--- config.mk ---
export PLATFORM = sky130hd
export DESIGN_NAME = nmea_sentence_checksum_and_field_index
export DESIGN_NICKNAME = d
export VERILOG_FILES = /design/src/sv/nmeacs_pkg.sv /design/src/sv/nmeacs_core.sv /design/src/sv/nmea_sentence_checksum_and_field_index.sv
export SDC_FILE = /design/constraint.sdc
export NUM_CORES = 1
export LEC_CHECK = 0
export BUFFER_PORTS_ARGS = -buffer_cell sky130_fd_sc_hd__buf_2
export CAP_MARGIN = 15
export CORE_MARGIN = 4
export CORE_UTILIZATION = 35
export CTS_BUF_LIST = sky130_fd_sc_hd__clkbuf_4
export CTS_CLUSTER_SIZE = 16
export DETAILED_ROUTE_END_ITERATION = 8
export HOLD_SLACK_MARGIN = 0.02
export PLACE_DENSITY = 0.61
export SETUP_SLACK_MARGIN = 0.02
export SYNTH_ARGS = -nofsm -noshare
export SYNTH_HDL_FRONTEND = slang
export SYNTH_HIERARCHICAL = 1
export SYNTH_SLANG_ARGS = --single-unit
--- constraint.sdc ---
create_clock -name clk -period 4.9 [get_ports clk]
set_clock_uncertainty 0.15 [all_clocks]
set_input_delay 0.49 -clock clk [delete_from_list [all_inputs] [get_ports clk]]
set_output_delay 0.49 -clock clk [all_outputs]
set_load 0.005 [all_outputs]
--- src/sv/nmeacs_pkg.sv ---
// ----------------------------------------------------------------------------
// NMEA sentence checker package
// Character codes, sentence phase, result bundle and hex digit decode shared
// by the checker core and the top level.
// ----------------------------------------------------------------------------
package nmeacs_pkg;

	localparam logic [7:0] CH_DOLLAR = 8'h24;
	localparam logic [7:0] CH_STAR   = 8'h2A;
	localparam logic [7:0] CH_COMMA  = 8'h2C;
	localparam logic [7:0] CH_LF     = 8'h0A;
	localparam logic [7:0] CH_CR     = 8'h0D;

	typedef enum logic [1:0] {
		PH_IDLE,
		PH_BODY,
		PH_HEX
	} phase_t;

	// One result per character
	typedef struct packed {
		logic [7:0]  echo_byte;
		logic [4:0]  field_number;
		logic        is_separator;
		logic        in_body;
		logic        sentence_end;
		logic        checksum_ok;
		logic [7:0]  computed_sum;
		logic [7:0]  received_sum;
		logic [15:0] bad_sentences;
	} res_t;

	typedef struct packed {
		logic       ok;
		logic [3:0] val;
	} hex_t;

	// Decode one hex digit, either case
	function automatic hex_t hex_digit(input logic [7:0] c);
		hex_t h;
		h.ok  = 1'b0;
		h.val = 4'd0;
		if (c >= 8'h30 && c <= 8'h39) begin
			h.ok  = 1'b1;
			h.val = 4'(c - 8'h30);
		end else if (c >= 8'h41 && c <= 8'h46) begin
			h.ok  = 1'b1;
			h.val = 4'(c - 8'h37);
		end else if (c >= 8'h61 && c <= 8'h66) begin
			h.ok  = 1'b1;
			h.val = 4'(c - 8'h57);
		end
		return h;
	endfunction

endpackage

--- src/sv/nmeacs_core.sv ---
// ----------------------------------------------------------------------------
// NMEA sentence checker core
// Holds the sentence state and works out one character's result and the next
// state in a single pass; the state advances when step is high.
// ----------------------------------------------------------------------------
module nmeacs_core
	import nmeacs_pkg::*;
#(
	parameter int MAX_FIELDS = 32
) (
	input  logic       clk,
	input  logic       arst_n,
	input  logic       step,
	input  logic [7:0] data_s1,
	output res_t       res
);

	localparam int CapInt = (MAX_FIELDS - 1 > 31) ? 31 : MAX_FIELDS - 1;
	localparam logic [4:0] CommaCap = 5'(CapInt);

	phase_t      phase_q, phase_d;
	logic [7:0]  xor_q, xor_d;
	logic [4:0]  comma_q, comma_d;
	logic [7:0]  hex_q, hex_d;
	logic [1:0]  digits_q, digits_d;
	logic [15:0] fail_q, fail_d;
	logic        sep, body, fin, ok, bump;
	hex_t        hd;

	// Next state and result for the character in the input register
	always_comb begin
		phase_d  = phase_q;
		xor_d    = xor_q;
		comma_d  = comma_q;
		hex_d    = hex_q;
		digits_d = digits_q;
		sep      = 1'b0;
		body     = 1'b0;
		fin      = 1'b0;
		ok       = 1'b0;
		bump     = 1'b0;
		hd       = hex_digit(data_s1);
		if (data_s1 == CH_DOLLAR) begin
			phase_d  = PH_BODY;
			xor_d    = 8'd0;
			comma_d  = 5'd0;
			hex_d    = 8'd0;
			digits_d = 2'd0;
		end else begin
			case (phase_q)
				PH_BODY: begin
					if (data_s1 == CH_LF) begin
						fin     = 1'b1;
						bump    = 1'b1;
						phase_d = PH_IDLE;
					end else if (data_s1 == CH_STAR) begin
						phase_d = PH_HEX;
					end else if (data_s1 != CH_CR) begin
						body  = 1'b1;
						xor_d = xor_q ^ data_s1;
						if (data_s1 == CH_COMMA) begin
							sep = 1'b1;
							if (comma_q < CommaCap)
								comma_d = comma_q + 5'd1;
						end
					end
				end
				PH_HEX: begin
					if (data_s1 == CH_LF) begin
						fin     = 1'b1;
						ok      = (digits_q != 2'd0) && (hex_q == xor_q);
						bump    = !ok;
						phase_d = PH_IDLE;
					end else if (hd.ok && digits_q < 2'd2) begin
						hex_d    = {hex_q[3:0], hd.val};
						digits_d = digits_q + 2'd1;
					end
				end
				default: begin
					phase_d = PH_IDLE;
				end
			endcase
		end
		fail_d = (bump && fail_q != 16'hFFFF) ? fail_q + 16'd1 : fail_q;
	end

	// Assemble the result
	always_comb begin
		res.echo_byte     = data_s1;
		res.field_number  = comma_d;
		res.is_separator  = sep;
		res.in_body       = body;
		res.sentence_end  = fin;
		res.checksum_ok   = ok;
		res.computed_sum  = xor_d;
		res.received_sum  = hex_d;
		res.bad_sentences = fail_d;
	end

	// Hold sentence state; advance on each transaction
	always_ff @(posedge clk or negedge arst_n) begin
		if (!arst_n) begin
			phase_q  <= PH_IDLE;
			xor_q    <= 8'd0;
			comma_q  <= 5'd0;
			hex_q    <= 8'd0;
			digits_q <= 2'd0;
			fail_q   <= 16'd0;
		end else if (step) begin
			phase_q  <= phase_d;
			xor_q    <= xor_d;
			comma_q  <= comma_d;
			hex_q    <= hex_d;
			digits_q <= digits_d;
			fail_q   <= fail_d;
		end
	end

	a_ok_only_at_end: assert property (@(posedge clk) disable iff (!arst_n)
		step && res.checksum_ok |-> res.sentence_end)
		else $error("checksum_ok without sentence end");

	a_dollar_restarts: assert property (@(posedge clk) disable iff (!arst_n)
		step && data_s1 == CH_DOLLAR |=> phase_q == PH_BODY && xor_q == 8'd0
		&& comma_q == 5'd0 && digits_q == 2'd0)
		else $error("dollar did not restart the sentence");

	a_fail_monotonic: assert property (@(posedge clk) disable iff (!arst_n)
		1'b1 |=> fail_q >= $past(fail_q))
		else $error("failure count went down");

	a_comma_capped: assert property (@(posedge clk) disable iff (!arst_n)
		comma_q <= CommaCap)
		else $error("comma count above cap");

endmodule

--- src/sv/nmea_sentence_checksum_and_field_index.sv ---
// ----------------------------------------------------------------------------
// NMEA sentence checksum and field index
// Input register, single-pass checker core and result register, taking one
// character per cycle while the result register is free or being emptied.
// ----------------------------------------------------------------------------
// Flow: an accepted character waits in the input register until the result
// register is free or being emptied; its result is then loaded there and offered.
// Throughput: one character per cycle while the receiver keeps taking results;
// set by the single-pass core between the input register and the result register.
// Reset: arst_n clears both valid flags, the sentence phase to idle and all
// running sums, counts and the failure count to zero.
module nmea_sentence_checksum_and_field_index
	import nmeacs_pkg::*;
#(
	parameter int MAX_FIELDS = 32
) (
	input  logic        clk,
	input  logic        arst_n,
	input  logic        in_valid,
	output logic        in_ready,
	input  logic [7:0]  data_byte,
	output logic        out_valid,
	input  logic        out_ready,
	output logic [7:0]  echo_byte,
	output logic [4:0]  field_number,
	output logic        is_separator,
	output logic        in_body,
	output logic        sentence_end,
	output logic        checksum_ok,
	output logic [7:0]  computed_sum,
	output logic [7:0]  received_sum,
	output logic [15:0] bad_sentences
);

	logic       valid_s1, valid_s2;
	logic [7:0] data_s1;
	res_t       res, res_s2;
	logic       load_s2, step;

	// Advance when the result register is free or being emptied
	assign load_s2  = !valid_s2 || out_ready;
	assign step     = valid_s1 && load_s2;
	assign in_ready = !valid_s1 || load_s2;

	// Input register
	always_ff @(posedge clk or negedge arst_n) begin
		if (!arst_n) begin
			valid_s1 <= 1'b0;
		end else if (in_ready) begin
			valid_s1 <= in_valid;
		end
	end

	always_ff @(posedge clk) begin
		if (in_ready && in_valid)
			data_s1 <= data_byte;
	end

	nmeacs_core #(
		.MAX_FIELDS(MAX_FIELDS)
	) u_core (
		.clk     (clk),
		.arst_n  (arst_n),
		.step    (step),
		.data_s1 (data_s1),
		.res     (res)
	);

	// Result register
	always_ff @(posedge clk or negedge arst_n) begin
		if (!arst_n) begin
			valid_s2 <= 1'b0;
		end else if (load_s2) begin
			valid_s2 <= valid_s1;
		end
	end

	always_ff @(posedge clk) begin
		if (step)
			res_s2 <= res;
	end

	assign out_valid     = valid_s2;
	assign echo_byte     = res_s2.echo_byte;
	assign field_number  = res_s2.field_number;
	assign is_separator  = res_s2.is_separator;
	assign in_body       = res_s2.in_body;
	assign sentence_end  = res_s2.sentence_end;
	assign checksum_ok   = res_s2.checksum_ok;
	assign computed_sum  = res_s2.computed_sum;
	assign received_sum  = res_s2.received_sum;
	assign bad_sentences = res_s2.bad_sentences;

endmodule

==> impl_metrics.env, run 1 <==
export IMPL_status="finished, final reports clean"
export IMPL_leakagePower_uw=0.00228
export IMPL_maxCapViolations=0
export IMPL_min_delay_start="in_valid"
export IMPL_min_to="valid_s1"
export IMPL_hold_viol_final=0
export IMPL_ios=63
export IMPL_ys_types=52
export IMPL_drc=0
export IMPL_peakVddDrop_mv=0.135
export IMPL_post_cts_setup_buffers=0
export IMPL_vias=3104
export IMPL_cts_made_buffers=9
export IMPL_reg2reg_depth=7
export IMPL_dp_cells=621
export IMPL_drtIter0Drc=214
export IMPL_grt_pass1_vias=3130
export IMPL_final_common_cell="buf_2"
export IMPL_dr_pass1_iters=4
export IMPL_routed_wl_mm=9.56
export IMPL_cp_required_ns=5.11
export IMPL_io_buffers=62
export IMPL_core_area_mm2=0.0133
export IMPL_worstMarginPinSlew_ns=0.723
export IMPL_viasPerCell=4.79
export IMPL_synth_edf_count=57
export IMPL_final_net_count=488
export IMPL_rsz0062_at_grt="false"
export IMPL_hp_class="primary input to flop"
export IMPL_wl_per_cell_um=14.7
export IMPL_path_clk_slew_ns=0.14
export IMPL_clk_path_buf_depth=2
export IMPL_synth_fp_nets=428
export IMPL_ys_ff_latch=100
export IMPL_ant_nets=0
export IMPL_antenna_found_initial=1
export IMPL_htree_levels=3
export IMPL_gp_congestion=0.819
export IMPL_track_usage_pct=12.9
export IMPL_fin_cells=648
export IMPL_yosysSeqAreaShare_pct=57.9
export IMPL_start_util_pct=36.1
export IMPL_crit_path_top_delay_cell="o2111a_1"
export IMPL_rows=42
export IMPL_async_reset_ff_share_pct=43.0
export IMPL_grt_remaining_overflow=0
export IMPL_dpl_hpwl_mm=6.57
export IMPL_crit_path_max_incr_delay_ns=0.75
export IMPL_clock_sinks=100
export IMPL_finalCritPeriodShare_pct=61.4
export IMPL_start_kind="flop"
export IMPL_fmax_ghz=0.333
export IMPL_crit_chain="inv_1 > ha_1 > o21bai_1 > a2111oi_4 > o2111a_1 > o21ai_2 > a22o_1"
export IMPL_setup_viol=0
export IMPL_mostFrequentLayoutCells="buf_2, edfxtp_1, nand2_1"
export IMPL_grt_max_degree=53
export IMPL_fin_util_pct=40.5
export IMPL_crit_type="flop to flop"
export IMPL_end_kind="flop"
export IMPL_hold_ws_ns=0.0842
export IMPL_r2r_end="u_core/hex_q[6]"
export IMPL_die_h_um=125
export IMPL_syn_inst=406
export IMPL_cts_root_buf="clkbuf_4"
export IMPL_grt_pass1_wl_mm=16.3
export IMPL_slew_headroom_pct=51.8
export IMPL_area_delta_synth_final_pct=12.3
export IMPL_r2r_start="data_s1[0]"
export IMPL_cellPowerDensity_mw_per_mm2=277
export IMPL_avgSynthCellArea_um2=11.9
export IMPL_slew_violations=0
export IMPL_ys_warn_count=6
export IMPL_clk_latency_ns=0.46
export IMPL_arrival_ns=3.21
export IMPL_cts_tree="yes"
export IMPL_die_area_mm2=0.0157
export IMPL_ff2ff_setup_slack_ns=1.89
export IMPL_tns_ns=0
export IMPL_hold_path_depth=2
export IMPL_layout_drive_gt1_share_pct=23.1
export IMPL_fin_crit_ns=3.01
export IMPL_worst_path_max_fanout=15
export IMPL_ys_flop_type="edfxtp_1"
export IMPL_die_w_um=125
export IMPL_netlist_area_mm2=0.00481
-- cells in the mapped netlist, drive strengths merged (2+ instances only) --
cell type,n,area (µm²)
xnor2,20,175
a21boi,2,18.8
nor2b,2,12.5
and4,2,17.5
nor3,7,35.0
ha,10,125
edfxtp,57,1710
inv,11,41.3
a31oi,2,12.5
clkbuf,5,18.8
a21oi,14,70.1
o31ai,2,15.0
mux2,12,135
a211oi,3,37.5
nand4,8,50.1
nand3b,2,27.5
and3,4,25.0
a22o,5,43.8
o21ba,2,20.0
nand2b,6,37.5
mux2i,6,60.1
nand3,20,100
and2,7,47.6
nand2,45,171
buf,20,160
dfrtp,43,1080
o21ai,14,73.8
nor2,39,151
xor2,25,219
-- cell type report --
| class | count | area [µm²] |
|---|---|---|
| clock buffers | 9 | 67.6 |
| flip-flops and latches | 100 | 2790 |
| clock inverters | 7 | 43.8 |
| multi-input cells | 270 | 1810 |
| repair buffers | 74 | 435 |
| inverters | 11 | 41.3 |
| fillers | 1314 | 7940 |
| well taps | 176 | 220 |
| diodes | 1 | 2.50 |
-- critical path, delay by kind of cell (launching register included) --
family	cells	cell delay, ns
fa+ha+maj	1	0.19
flops	1	0.54
compound gates	5	1.86
buf+inv	1	0.16
-- state kept, by name, summed over array words and instances (netlist names), 8 cells and up --
signal	flops
received_sum	8
data_s1	8
bad_sentences	16
computed_sum	8
echo_byte	8
u_core/hex_q	8
u_core/xor_q	8
u_core/fail_q	16
-- logic make-up after synthesis --
logic type / synth area share [%]
XOR/XNOR: 8.19
AO/OA/AOI/OAI: 7.36
AND/OR/NAND/NOR: 15.3
flip-flops: 57.9
adder cells (fa/ha/maj): 2.60
buffers and inverters: 4.57
multiplexers: 4.06
-- report_power, final --
part | total [µW] | switching (µW) | leakage [µW] | internal, µW
Combinational | 148 | 84.0 | 0.00107 | 64.5
Sequential | 978 | 32.6 | 0.00116 | 945
Clock | 371 | 270 | 0.0000546 | 101
Total | 1500 | 386 | 0.00228 | 1110
-- worst max path at each step --
stage,startpoint,end,slack (ns),depth (start not counted)
2_1_floorplan,out_ready,u_core/fail_q[8],1.87,5
3_3_place_gp,data_s1[0],received_sum[7],2.04,7
3_5_place_dp,data_s1[0],u_core/hex_q[0],1.89,7
4_1_cts,data_s1[0],u_core/hex_q[6],1.88,7
5_1_grt,data_s1[0],received_sum[0],1.65,7
6_report,data_s1[0],u_core/hex_q[6],1.89,7
-- metal layers --
layer / vias to the layer above / GRT usage [%] / part of all wire [%]
met1: 1505 / 17.6 / 48
met4: 0 / 4.72 / 1.1
li1: 1535 / - / -
met5: - / 0 / 0
met3: 5 / 3.37 / 3.7
met2: 59 / 19.9 / 47
-- through the flow --
stage | setup WS (ns) | power [µW] | cell area [µm²]
CTS | 1.88 | 1530 | 5350
finish | 1.89 | 1500 | 5410
global route | 1.65 | 1580 | 5410
detailed placement | 1.89 | 1140 | 5180
global placement | 2.04 | 1140 | 5180
floorplan | 1.87 | 1080 | 4810
-- what timing repair did --
| item | in CTS | in global routing |
|---|---|---|
| endpoints found under the hold margin | 6 | 45 |
| resized for setup | 0 | 0 |
| hold buffers | 6 | 3 |
Note: power is estimated with default switching activity, not from simulation.
==> run 2: changes to the inputs <==
--- a/config.mk
+++ b/config.mk
@@ -5,6 +5,7 @@
 export SDC_FILE = /design/constraint.sdc
 export NUM_CORES = 1
 export LEC_CHECK = 0
+export ABC_AREA = 1
 export BUFFER_PORTS_ARGS = -buffer_cell sky130_fd_sc_hd__buf_2
 export CAP_MARGIN = 15
 export CORE_MARGIN = 4
==> constraint.sdc (replaced) <==
create_clock -name clk -period 3.1 [get_ports clk]
set_clock_uncertainty 0.15 [all_clocks]
set_input_delay 0.31 -clock clk [delete_from_list [all_inputs] [get_ports clk]]
set_output_delay 0.31 -clock clk [all_outputs]
set_load 0.005 [all_outputs]
==> run 2 against run 1 <==
  * Register-to-register slack got worse by 1.3 ns
  * Sequential share of layout area fell by 3.4 points
  * Non-clock buffer count rose by 5
  * Cell count rose by 25%
  * Worst setup slack got worse by 1.3 ns
  * Via count rose by 25%
  * Maximum frequency rose by 20%
  * Clock power rose by 110%
  * Utilization rose by 0.71 points
  * Combinational power rose to 3.7 times the previous value
  * Hold slack improved by 0.18 ns
  * Critical path depth rose by 3
  * Largest power group unchanged
  * Highest routed layer unchanged
==> impl_metrics.env, run 2 <==
export IMPL_avgSynthCellArea_um2=9.04
export IMPL_seq_area_mm2=0.00279
export IMPL_setup_viol=0
export IMPL_fin_crit_ns=2.50
export IMPL_cts_resized=0
export IMPL_sequentialPowerShare_pct=56.6
export IMPL_p_switching_uw=923
export IMPL_antenna_found_initial=1
export IMPL_tns_ns=0
export IMPL_die_h_um=128
export IMPL_vias=3888
export IMPL_yosys_top_cells_count="nand2_1, inv_1, edfxtp_1"
export IMPL_synth_area_top_cells="edfxtp_1, dfrtp_1, nand2_1, inv_1, nand3_1"
export IMPL_worst_path_max_fanout=14
export IMPL_core_area_mm2=0.0140
export IMPL_reg2reg_depth=10
export IMPL_crit_type="flop to flop"
export IMPL_end_kind="flop"
export IMPL_start_util_pct=36.2
export IMPL_p_clk_share_pct=25.5
export IMPL_clk_latency_ns=0.47
export IMPL_htree_levels=3
export IMPL_leakagePower_uw=0.00259
export IMPL_maxUsedRoutingLayer="met4"
export IMPL_grt_pass1_vias=3690
export IMPL_grt_max_degree=93
export IMPL_final_net_count=648
export IMPL_multi_input_area_mm2=0.00189
export IMPL_cts_tree="yes"
export IMPL_cellPowerDensity_mw_per_mm2=533
export IMPL_routed_wl_mm=11.5
export IMPL_wl_met1_mm=5.32
export IMPL_dp_worst_setup_slack_ns=0.669
export IMPL_synth_top_cell_area_share_pct=33.7
export IMPL_synth_fp_nets=584
export IMPL_drtIter0Drc=385
export IMPL_swShare_pct=29.9
export IMPL_gp_congestion=0.912
export IMPL_die_area_mm2=0.0165
export IMPL_hold_viol_final=0
export IMPL_rsz0062_at_grt="false"
export IMPL_rows=43
export IMPL_fmax_ghz=0.401
export IMPL_maxCapViolations=0
export IMPL_layout_drive_gt1_share_pct=17.7
export IMPL_ff2ff_setup_slack_ns=0.60
export IMPL_ys_flop_type="edfxtp_1"
export IMPL_cts_made_buffers=9
export IMPL_cp_required_ns=3.33
export IMPL_arrival_ns=2.73
export IMPL_syn_inst=562
export IMPL_ys_ff_latch=100
export IMPL_ios=63
export IMPL_yosysMostFrequentCell="nand2_1"
export IMPL_final_common_cell="nand2_1"
export IMPL_ant_nets=0
export IMPL_clock_sinks=100
export IMPL_die_w_um=128
export IMPL_dr_pass1_iters=6
export IMPL_ys_types=36
export IMPL_synth_edf_count=57
export IMPL_mostFrequentLayoutCells="nand2_1, buf_2, inv_1"
export IMPL_start_kind="flop"
export IMPL_grt_pass1_wl_mm=18.6
export IMPL_track_usage_pct=14.3
export IMPL_slew_headroom_pct=32.6
export IMPL_r2r_start="data_s1[1]"
export IMPL_path_clk_slew_ns=0.17
export IMPL_worstMarginPinSlew_ns=1.01
export IMPL_netlist_area_mm2=0.00508
export IMPL_slew_violations=0
export IMPL_status="finished, final reports clean"
export IMPL_area_delta_synth_final_pct=13.9
export IMPL_hp_class="primary input to async pin"
export IMPL_viasPerCell=4.79
export IMPL_met2_length_mm=5.19
export IMPL_synth_top_area_cell="edfxtp_1"
export IMPL_ys_warn_count=6
export IMPL_finalCritPeriodShare_pct=80.5
export IMPL_intPower_uw=2160
export IMPL_grt_remaining_overflow=0
export IMPL_comb_power_share_pct=17.9
export IMPL_r2r_end="u_core/hex_q[2]"
export IMPL_met3_wirelength_um=698
export IMPL_cts_root_buf="clkbuf_4"
export IMPL_io_buffers=62
export IMPL_dpl_hpwl_mm=8.07
export IMPL_peakVddDrop_mv=0.242
export IMPL_drc=0
export IMPL_nFillCells=1369
export IMPL_async_reset_ff_share_pct=43.0
export IMPL_yosysSeqAreaShare_pct=54.9
export IMPL_fin_ws_ns=0.603
export IMPL_clk_path_buf_depth=2
export IMPL_wl_per_cell_um=14.2
run 2: cell types whose count changed after synthesis, sizes merged, moves of 6 or more:
cell,change
mux2,-12
nand3,+14
inv,+53
xnor2,-13
xor2,-15
nand4,+12
mux2i,-6
o21ai,+26
nand2,+128
nand2b,-6
nor3,+6
run 2: final cells by class:
cell class,count,share of cell area [%]
clock inverters,6,1.56
flip-flops and latches,100,48.2
well taps,180,3.89
clock buffers,10,1.30
inverters,66,4.28
repair buffers,79,8.08
multi-input cells,370,32.7
diodes,1,0.0432
run 2: worst max path at each step:
| stage | from | to | cells after the start |
|---|---|---|---|
| 2_1_floorplan | out_valid | u_core/digits_q[0] | 7 |
| 3_3_place_gp | data_s1[1] | u_core/digits_q[0] | 11 |
| 3_5_place_dp | data_s1[1] | received_sum[3] | 11 |
| 4_1_cts | data_s1[1] | u_core/hex_q[2] | 10 |
| 5_1_grt | data_s1[1] | u_core/digits_q[0] | 11 |
| 6_report | data_s1[1] | u_core/hex_q[2] | 10 |
run 2: worst max-delay path: stages, from the launching register on:
cell and delay, ns:
edfxtp_1 0.49, inv_1 0.20, ha_1 0.20, nor2_1 0.05, o21ai_0 0.18, nand2_2 0.15
nand2_1 0.11, nand3_2 0.26, nor2_2 0.27, inv_1 0.12, a22oi_1 0.22
run 2: kinds of logic (layout without fill, tap and decap cells):
family                     Yosys count  after routing  synth area share [%]
and+or+nand+nor                    285            285                  25.5
DFF                                100            100                  54.9
buffers and inverters               92            161                  8.13
AOI/OAI and AO/OA                   58             58                  6.13
xor gates and xnor gates            17             17                  2.93
adders and majority gates           10             10                  2.46
other                                0              1                     0
run 2: per-layer routing:
metal | vias to the layer above | track usage, %
met5 | - | 0
met3 | 24 | 2.57
li1 | 1955 | -
met2 | 121 | 22.5
met4 | 0 | 6.49
met1 | 1788 | 19.3
run 2: what timing repair did:
action	4_1_cts	5_1_grt
buffers inserted	0	0
hold buffers	12	0
endpoints found under the hold margin	39	0
endpoints found under the setup margin	0	0
run 2: through the flow:
step,utilization (%),cell area (µm²),cells,power [µW],hold slack [ns]
6_report,41.2,5790,812,3080,0.260
5_1_grt,41.2,5790,812,3280,0.301
4_1_cts,41.2,5790,811,3110,0.275
3_5_place_dp,39.2,5500,783,2320,0.274
3_3_place_gp,39.2,5500,783,2310,0.263
2_1_floorplan,-,5090,562,2100,-0.136
run 2: power groups by stage:
stage / clock network [µW] / logic, µW / registers (µW)
floorplan: 0 / 354 / 1750
global placement: 0 / 536 / 1770
detailed placement: 0 / 545 / 1770
CTS: 804 / 558 / 1750
global route: 867 / 643 / 1770
finish: 787 / 553 / 1750
==> run 3: changes to the inputs <==
--- a/config.mk
+++ b/config.mk
@@ -14,7 +14,7 @@
 export CTS_CLUSTER_SIZE = 16
 export DETAILED_ROUTE_END_ITERATION = 8
 export HOLD_SLACK_MARGIN = 0.02
-export PLACE_DENSITY = 0.61
+export PLACE_DENSITY = 0.63
 export SETUP_SLACK_MARGIN = 0.02
 export SYNTH_ARGS = -nofsm -noshare
 export SYNTH_HDL_FRONTEND = slang
==> constraint.sdc (replaced) <==
create_clock -name clk -period 2.1 [get_ports clk]
set_clock_uncertainty 0.15 [all_clocks]
set_input_delay 0.21 -clock clk [delete_from_list [all_inputs] [get_ports clk]]
set_output_delay 0.21 -clock clk [all_outputs]
set_load 0.005 [all_outputs]
==> run 3 against run 2 <==
  * Power increased by 52%
  * First-iteration DRC count shrank 12%
  * Die area unchanged
  * Largest cell class unchanged
  * Sequential cell count is the same
  * Largest power group unchanged
==> impl_metrics.env, run 3 (same netlist as run 2, synthesis figures left out) <==
export IMPL_cts_root_buf="clkbuf_4"
export IMPL_dr_pass1_iters=4
export IMPL_cp_required_ns=2.33
export IMPL_fmax_ghz=0.481
export IMPL_clk_latency_ns=0.50
export IMPL_rsz0062_at_grt="true"
export IMPL_rows=43
export IMPL_slew_violations=0
export IMPL_wl_per_cell_um=14.3
export IMPL_p_switching_uw=1430
export IMPL_leakagePower_uw=0.00293
export IMPL_ios=63
export IMPL_dp_worst_setup_slack_ns=-0.0484
export IMPL_intPower_uw=3270
export IMPL_start_util_pct=36.2
export IMPL_crit_path_top_delay_cell="edfxtp_1"
export IMPL_layout_drive_gt1_share_pct=32.0
export IMPL_crit_type="flop to flop"
export IMPL_dpl_hpwl_mm=8.51
export IMPL_final_common_cell="nand2_1"
export IMPL_placed_cell_area_mm2=0.00579
export IMPL_cts_made_buffers=9
export IMPL_fin_ws_ns=0.0221
export IMPL_grt_pass1_vias=4076
export IMPL_fin_crit_ns=2.08
export IMPL_maxCapViolations=0
export IMPL_clock_sinks=100
export IMPL_grt_remaining_overflow=0
export IMPL_core_area_mm2=0.0140
export IMPL_use_met2_pct=24.8
export IMPL_p_clk_share_pct=24.4
export IMPL_arrival_ns=2.31
export IMPL_gp_congestion=0.913
export IMPL_mostFrequentLayoutCells="nand2_1, buf_2, edfxtp_1"
export IMPL_die_w_um=128
export IMPL_area_delta_synth_final_pct=28.7
export IMPL_final_net_count=699
export IMPL_track_usage_pct=15.2
export IMPL_status="finished, final reports clean"
export IMPL_sequentialPowerShare_pct=54.5
export IMPL_stdcell_area_mm2=0.00654
export IMPL_grt_use_met3_pct=3.86
export IMPL_cts_tree="yes"
export IMPL_grt_util_met1_pct=20.1
export IMPL_hp_class="primary input to async pin"
export IMPL_busiest_layer="met2"
export IMPL_cpMostUsedCell="nand2_1"
export IMPL_setup_viol=0
export IMPL_finalCritPeriodShare_pct=98.9
export IMPL_worst_path_max_fanout=4
export IMPL_comb_power_share_pct=21.0
export IMPL_end_kind="flop"
export IMPL_peakVddDrop_mv=0.451
export IMPL_worstMarginPinSlew_ns=0.502
export IMPL_crit_chain="inv_2 > buf_6 > ha_4 > nand2_4 > nor3b_4 > buf_4 > nand2_1 > o21ai_1 > a21oi_1 > nand2_1 > o21ai_0"
export IMPL_crit_path_max_incr_delay_ns=0.46
export IMPL_hold_viol_final=0
export IMPL_die_h_um=128
export IMPL_drc=0
export IMPL_viasPerCell=4.83
export IMPL_vias=4169
export IMPL_ant_nets=0
export IMPL_antenna_found_initial=1
export IMPL_htree_levels=3
export IMPL_cellPowerDensity_mw_per_mm2=719
export IMPL_grt_max_degree=49
export IMPL_clk_path_buf_depth=2
export IMPL_swShare_pct=30.4
export IMPL_routed_wl_mm=12.3
export IMPL_path_clk_slew_ns=0.16
export IMPL_die_area_mm2=0.0165
export IMPL_drtIter0Drc=339
export IMPL_grt_pass1_wl_mm=20.0
export IMPL_io_buffers=62
export IMPL_start_kind="flop"
export IMPL_slew_headroom_pct=66.5
==> run 3: changes by cell type in the layout (fill, tap and decap cells not counted), sizes merged <==
cell | previous run | this run
buf | 67 | 115
clkbuf | 10 | 11
clkinv | 5 | 3
inv | 64 | 66
nand3 | 34 | 35
nor2 | 40 | 41
==> run 3: timing repair <==
| action | CTS | global route |
|---|---|---|
| endpoints found under the hold margin | 53 | 0 |
| endpoints found under the setup margin | 45 | 76 |
| pin swaps | 1 | 17 |
| gates cloned | 1 | 2 |
| setup buffers | 3 | 12 |
| hold buffers | 12 | 0 |
| resized for setup | 5 | 80 |
==> run 3: metrics by stage <==
stage | util [%] | setup TNS, ns | cells | power, µW | hold slack (ns)
after floorplan | - | -4.11 | 562 | 3110 | -0.236
after global placement | 41.2 | 0 | 816 | 3460 | 0.0584
after detailed placement | 41.2 | -0.282 | 816 | 3480 | 0.0588
after CTS | 43.6 | -0.0556 | 848 | 4660 | 0.0225
after global routing | 46.6 | -2.15 | 863 | 5010 | 0.0382
final | 46.6 | 0 | 863 | 4700 | 0.0390
==> run 3: critical path: cells and delay by family, from the launching register on <==
kind	cells	cell delay (ns)
compound gates	3	0.29
flops	1	0.46
fa+ha+maj	1	0.15
simple gates	4	0.47
buf+inv	3	0.43
==> run 3: worst paths after layout <==
check                              from                 end  slack (ns)  cells past startpoint
max in group asynchronous        arst_n  u_core/digits_q[0]        1.15                      3
min                              arst_n    u_core/fail_q[9]        0.04                      2
min reg2reg                  data_s1[5]        echo_byte[5]        0.35                      0
max                          data_s1[1]   u_core/comma_q[1]        0.02                     11
max reg2reg                  data_s1[1]   u_core/comma_q[1]        0.02                     11
min in group clk           data_byte[1]          data_s1[1]        0.28                      2
==> run 3: power by group through the flow <==
stage / clock [µW] / combinational [µW] / sequential [µW]
global route: 1280 / 1140 / 2600
global placement: 0 / 861 / 2600
CTS: 1200 / 908 / 2560
detailed placement: 0 / 876 / 2600
floorplan: 0 / 533 / 2580
finish: 1150 / 989 / 2560
==> run 3: cell type report <==
class / count / area [µm²]
inverters: 66 / 265
clock buffers: 10 / 75.1
flip-flops and latches: 100 / 2790
well taps: 180 / 225
fillers: 1305 / 7500
diodes: 1 / 2.50
multi-input cells: 372 / 2180
clock inverters: 6 / 86.3
repair buffers: 128 / 913
==> run 3: metal layers <==
layer | up-vias | share of wire, %
met1 | 1997 | 43
met5 | - | 0
met2 | 93 | 49
met4 | 0 | 1.4
li1 | 2066 | -
met3 | 13 | 5.8
